### src/rtl/core/assert_macros.svh
// assertion helpers shared by the rtl
`ifndef ASSERT_MACROS_SVH
`define ASSERT_MACROS_SVH

// property checked on every rising edge outside reset
`define ASSERT_AT(label, clk, rst_n, prop, msg) \
    label: assert property (@(posedge clk) disable iff (!rst_n) prop) \
        else $error(msg);

// condition that must never be seen outside reset
`define ASSERT_NEVER(label, clk, rst_n, cond, msg) \
    `ASSERT_AT(label, clk, rst_n, !(cond), msg)

`endif

### src/rtl/core/ohm_pkg.sv
package ohm_pkg;

    // field widths
    localparam int REQ_W      = 2;
    localparam int KEY_W      = 64;
    localparam int HASH_W     = 32;
    localparam int MEMBER_W   = 32;
    localparam int STATUS_W   = 2;
    localparam int ORDER_W    = 8;
    localparam int COUNT_W    = 9;
    localparam int CFG_W      = 4;
    localparam int LOG2_W     = 5;
    localparam int HASH_SHIFT = 5;

    // packed stream widths
    localparam int IN_DATA_W  = KEY_W + HASH_W + MEMBER_W;
    localparam int OUT_DATA_W = MEMBER_W + ORDER_W;

    // request codes
    localparam logic [REQ_W-1:0] REQ_INSERT = 2'd0;
    localparam logic [REQ_W-1:0] REQ_LOOKUP = 2'd1;
    localparam logic [REQ_W-1:0] REQ_CLEAR  = 2'd2;

    // status codes
    localparam logic [STATUS_W-1:0] STAT_OK        = 2'd0;
    localparam logic [STATUS_W-1:0] STAT_NOT_FOUND = 2'd1;
    localparam logic [STATUS_W-1:0] STAT_FULL      = 2'd2;

    // controller states
    typedef enum logic [1:0] {
        S_SWEEP,
        S_IDLE,
        S_CHECK,
        S_REPLY
    } state_t;

endpackage

### src/rtl/core/ohm_probe.sv
module ohm_probe #(
    parameter int MAX_SLOTS_LOG2 = 8
) (
    input  logic [ohm_pkg::CFG_W-1:0]   size_log2,
    input  logic [ohm_pkg::HASH_W-1:0]  key_hash,
    input  logic [MAX_SLOTS_LOG2-1:0]   bucket,
    input  logic [ohm_pkg::HASH_W-1:0]  hash_run,
    output logic [MAX_SLOTS_LOG2-1:0]   first_bucket,
    output logic [MAX_SLOTS_LOG2-1:0]   next_bucket,
    output logic [MAX_SLOTS_LOG2:0]     slot_count
);
    import ohm_pkg::*;

    localparam int AW = MAX_SLOTS_LOG2;

    logic [LOG2_W-1:0] act_log2;
    logic [AW-1:0]     mask;

    // clamp the configured size into the supported range
    always_comb
    begin
        if (size_log2 < CFG_W'(2))
            act_log2 = LOG2_W'(2);
        else if ({1'b0, size_log2} > LOG2_W'(AW))
            act_log2 = LOG2_W'(AW);
        else
            act_log2 = {1'b0, size_log2};
    end

    // slot count and index mask
    assign slot_count = (AW+1)'(1) << act_log2;
    assign mask       = slot_count[AW-1:0] - AW'(1);

    // first probe and perturbed follow-up probe
    assign first_bucket = key_hash[AW-1:0] & mask;
    assign next_bucket  = (bucket + (bucket << 2) + hash_run[AW-1:0] + AW'(1)) & mask;

endmodule
### config.mk
export PLATFORM = sky130hd
export DESIGN_NAME = ohm_probe
export DESIGN_NICKNAME = d
export VERILOG_FILES = /design/src/rtl/core/assert_macros.svh /design/src/rtl/core/ohm_pkg.sv /design/src/rtl/core/ohm_probe.sv
export SDC_FILE = /design/constraint.sdc
export NUM_CORES = 1
export LEC_CHECK = 0
export BUFFER_PORTS_ARGS = -buffer_cell sky130_fd_sc_hd__buf_4
export CORE_MARGIN = 3
export CORE_UTILIZATION = 30
export DETAILED_ROUTE_END_ITERATION = 12
export PLACE_DENSITY = 0.84
export SYNTH_ARGS = -nofsm -noshare
export SYNTH_HDL_FRONTEND = slang
export SYNTH_SLANG_ARGS = --single-unit
### constraint.sdc
create_clock -name vclk -period 2.8
set_input_delay 0.14 -clock vclk [all_inputs]
set_output_delay 0.14 -clock vclk [all_outputs]
set_load 0.005 [all_outputs]
* Yosys cells after proc, flatten, opt, wreduce, memory -nomap -nowiden *
Index checks and enable logic that the tools add are counted.

operators by class
  equal/unequal tests = 0
  reductions and logical operators = 0
  div/mod/pow operators = 0
  magnitude comparators = 2
  $mul = 0
  muxes and demuxes = 2
  shift operators = 1
  bitwise gates (word level) = 2
  add/sub/neg operators = 4

operators by type and width
  cell                                                   count
  adder 8 bit                                            2
  bitwise AND 8 bit                                      2
  << shifter 1 x 5 -> 9 bit (first input constant)       1
  adder 8 x 1 -> 8 bit (second input constant)           1
  subtractor 8 x 1 -> 8 bit (second input constant)      1
  2-to-1 mux 5 bit                                       1
  greater-than comparator 4 bit (second input constant)  1
  < comparator 4 x 2 -> 1 bit (second input constant)    1
  2-to-1 mux 4 bit                                       1

word-level totals
  memories = 0
  RAM bits = 0
  register bits after elaboration = 0
  word-level logic and storage cells = 11
  ROM bits = 0
  input port bits = 76
  output and inout port bits = 25
  latch bits = 0

* Longest topological paths before layout *
  word-level depth = 6
  depth in mapped cells = 9
  gate-level depth less buffers = 9

* Least setup slack after synthesis *
No wires, ideal clock.

  kind = input-to-output
  start point = in bucket[0]
  end point = out next_bucket[7]
  data required time = 2.660 ns
  stages on the path = 6
  data arrival time = 1.985 ns
  path buffers = 0
  setup slack = 0.675 ns
  path through = fa_1 fa_1 a211oi_2 o21bai_1 a2111o_1 o21ai_0

on the way
  word-level cells in the longest chain between the ends = 4

ends and longest elaborated chain
  item                       line             RTL
  start: declaration         ohm_probe.sv:6   input logic [MAX_SLOTS_LOG2-1:0] bucket,
  adder 8 bit (2 in series)  ohm_probe.sv:36  assign next_bucket = (bucket + (bucket << 2) + hash_run[AW-1:0] + AW'(1)) & mask;
  adder 8 x 1 -> 8 bit       ohm_probe.sv:36
  bitwise AND 8 bit          ohm_probe.sv:36
  end: declaration           ohm_probe.sv:9   output logic [MAX_SLOTS_LOG2-1:0] next_bucket,

No other way between the ends.

* Worst setup path after layout *
Ends and elaborated chain as after synthesis.

==> results.toml <==
[timing]
timing.fmax_mhz = 396
rsz0062_at_grt = "no"
fin_ws_ps = 275
slew_viol_final = 0
layout_min_cycle_time_ps = 2530
finalSetupViolations = 0
post-route-period-util_pct = 90.2
finalSetupTns_ps = 0
hold_ws_ps = 280
hold_viol = 0

[finish]
layout_commonest_cell = "buf_4"
nets = 221
drive_gt1_share_pct = 41.4
area_delta_synth_final_pct = 59.6
fill_cells = 196
flops_and_latches = 0
final_cell_mix = "buf_4 (49), ha_1 (9), nor2b_1 (7)"
n_antenna_cell = 0
seq_area_sq_um = 0
final_area_sq_um = 1020
nClkBuffers = 0

[floorplan]
fp.dieH_um = 52.2
row_count = 16
fp.dieW_um = 52.2
start_util_pct = 32.3
io_pins = 101
core_sq_um = 1980
dieArea_sq_um = 2730

[yosys]
yosysTopAreaCellShare_pct = 18.8
syn_area_sq_um = 641
yosysWarnings = 0
avgSynthCellArea_sq_um = 7.81
seq_area_frac_synth_pct = 0
synthTopCellsByArea = "fa_1 (19%), ha_1 (18%), nor2b_1 (6.8%), xnor2_1 (6.8%), a211oi_2 (3.9%)"
synth_top_cell_by_area = "fa_1"
synthCells = 82
yosysUniqueCellTypes = 29

[global_routing]
grt_pass1_vias = 699
busiest_layer = "met2"
met3_usage_pct = 0.570
grtUsageMet2_pct = 26.6
grt_max_degree = 11
grt_pass1_wl_um = 2860
grt-ovfl-total = 0
use_met1_pct = 15.5
grtUsageTotal_pct = 13.1
antenna_found_initial = 0

[place]
placed_cell_area_sq_um = 1020
io_buffers = 49
post-place-ws_ps = 285
routabilityCongestion = 0.711
dp_hpwl_um = 1590

[clock_tree]
cts_resized = 0
post-cts-setup-buffers = 0
postCtsHoldBufs = 0

[drt]
drc = 0
drtIter0Drc = 5
dr.pass1.iters = 4
num_vias = 715
routed_wl_um = 1690
ant_nets = 0
vias_per_cell = 4.61
wl_per_cell_um = 10.9

[setup_path]
worstSetupStartpointType = "input port"
critPathKind = "in -> out"
required_ps = 2660
worstPathArrival_ps = 2390
worst_setup_path_end_kind = "primary output"
path_max_fanout = 3

[pwr]
p_per_area_nw_per_um2 = 234
peakVddDrop_mv = 0.125
power_mw = 0.239
power_leakage_nw = 0.516

[status]
status = "complete, no violations"

[flow_run]
drv_cap = 0

[worst_hold_path]
hp-class = "in -> out"
[synth_stat cells]
| cell | count |
|---|---|
| ha_1 | 9 |
| nor2b_1 | 7 |
| fa_1 | 6 |
| inv_1 | 6 |
| nand2_1 | 6 |
| nor2_1 | 6 |
| xnor2_1 | 5 |
| o21ai_0 | 4 |
| a211oi_1 | 3 |
| a21oi_1 | 3 |
| a211oi_2 | 2 |
| and2_1 | 2 |
| buf_4 | 2 |
| clkbuf_1 | 2 |
| conb_1 | 2 |
| nand2b_1 | 2 |
| nor3_1 | 2 |
| o21bai_1 | 2 |
| a2111o_1 | 1 |
| a21o_1 | 1 |
| a21o_2 | 1 |
| buf_2 | 1 |
| mux2i_1 | 1 |
| nand3_1 | 1 |
| nand4bb_1 | 1 |
| nor3_2 | 1 |
| nor3b_1 | 1 |
| o21ai_1 | 1 |
| o221ai_1 | 1 |
[stage by stage]
| step | instances | util [%] |
|---|---|---|
| 6_report | 155 | 51.6 |
| 5_1_grt | 155 | 51.6 |
| 4_1_cts | 155 | 51.6 |
| 3_5_place_dp | 155 | 51.6 |
| 3_3_place_gp | 155 | 51.6 |
| 2_1_floorplan | 84 | - |
[power breakdown]
part           total (mW)  internal (mW)  switching (mW)  leakage, nW
Clock                   0              0               0            0
Sequential              0              0               0            0
Combinational       0.239          0.131           0.108        0.516
[critical path: stages]
cell and delay [ps]:
buf_4 120, fa_1 530, fa_1 500, a211oi_2 300, o21bai_1 150, a2111o_1 420
o21ai_0 90, buf_4 140
[metal layers]
metal	share of wire (%)	wire length [um]
met3	8.2	139
met4	0.30	5
met2	52	872
met1	40	672
met5	0	0
[cell families (layout without fill, tap and decap cells)]
family | Yosys count | in the layout | synth area share (%)
AO/OA/AOI/OAI | 19 | 19 | 21.7
XOR/XNOR | 5 | 5 | 6.84
adder cells (fa/ha/maj) | 15 | 15 | 36.3
buffers and inverters | 11 | 55 | 7.81
multiplexers | 1 | 1 | 1.56
other | 2 | 4 | 1.17
AND/OR/NAND/NOR | 29 | 29 | 24.6
[worst paths after layout]
path,startpoint,cells after the start,slack (ps),endpoint
min,key_hash[0],0,280,first_bucket[0]
max,bucket[0],8,270,next_bucket[7]
[cell type report]
type	instances	area, sq um	share of cell area [%]
inverters	6	22.5	2.20
multi-input cells	73	598	58.5
well taps	27	33.8	3.30
repair buffers	49	368	36.0
Note: power is estimated with default switching activity, not from simulation.
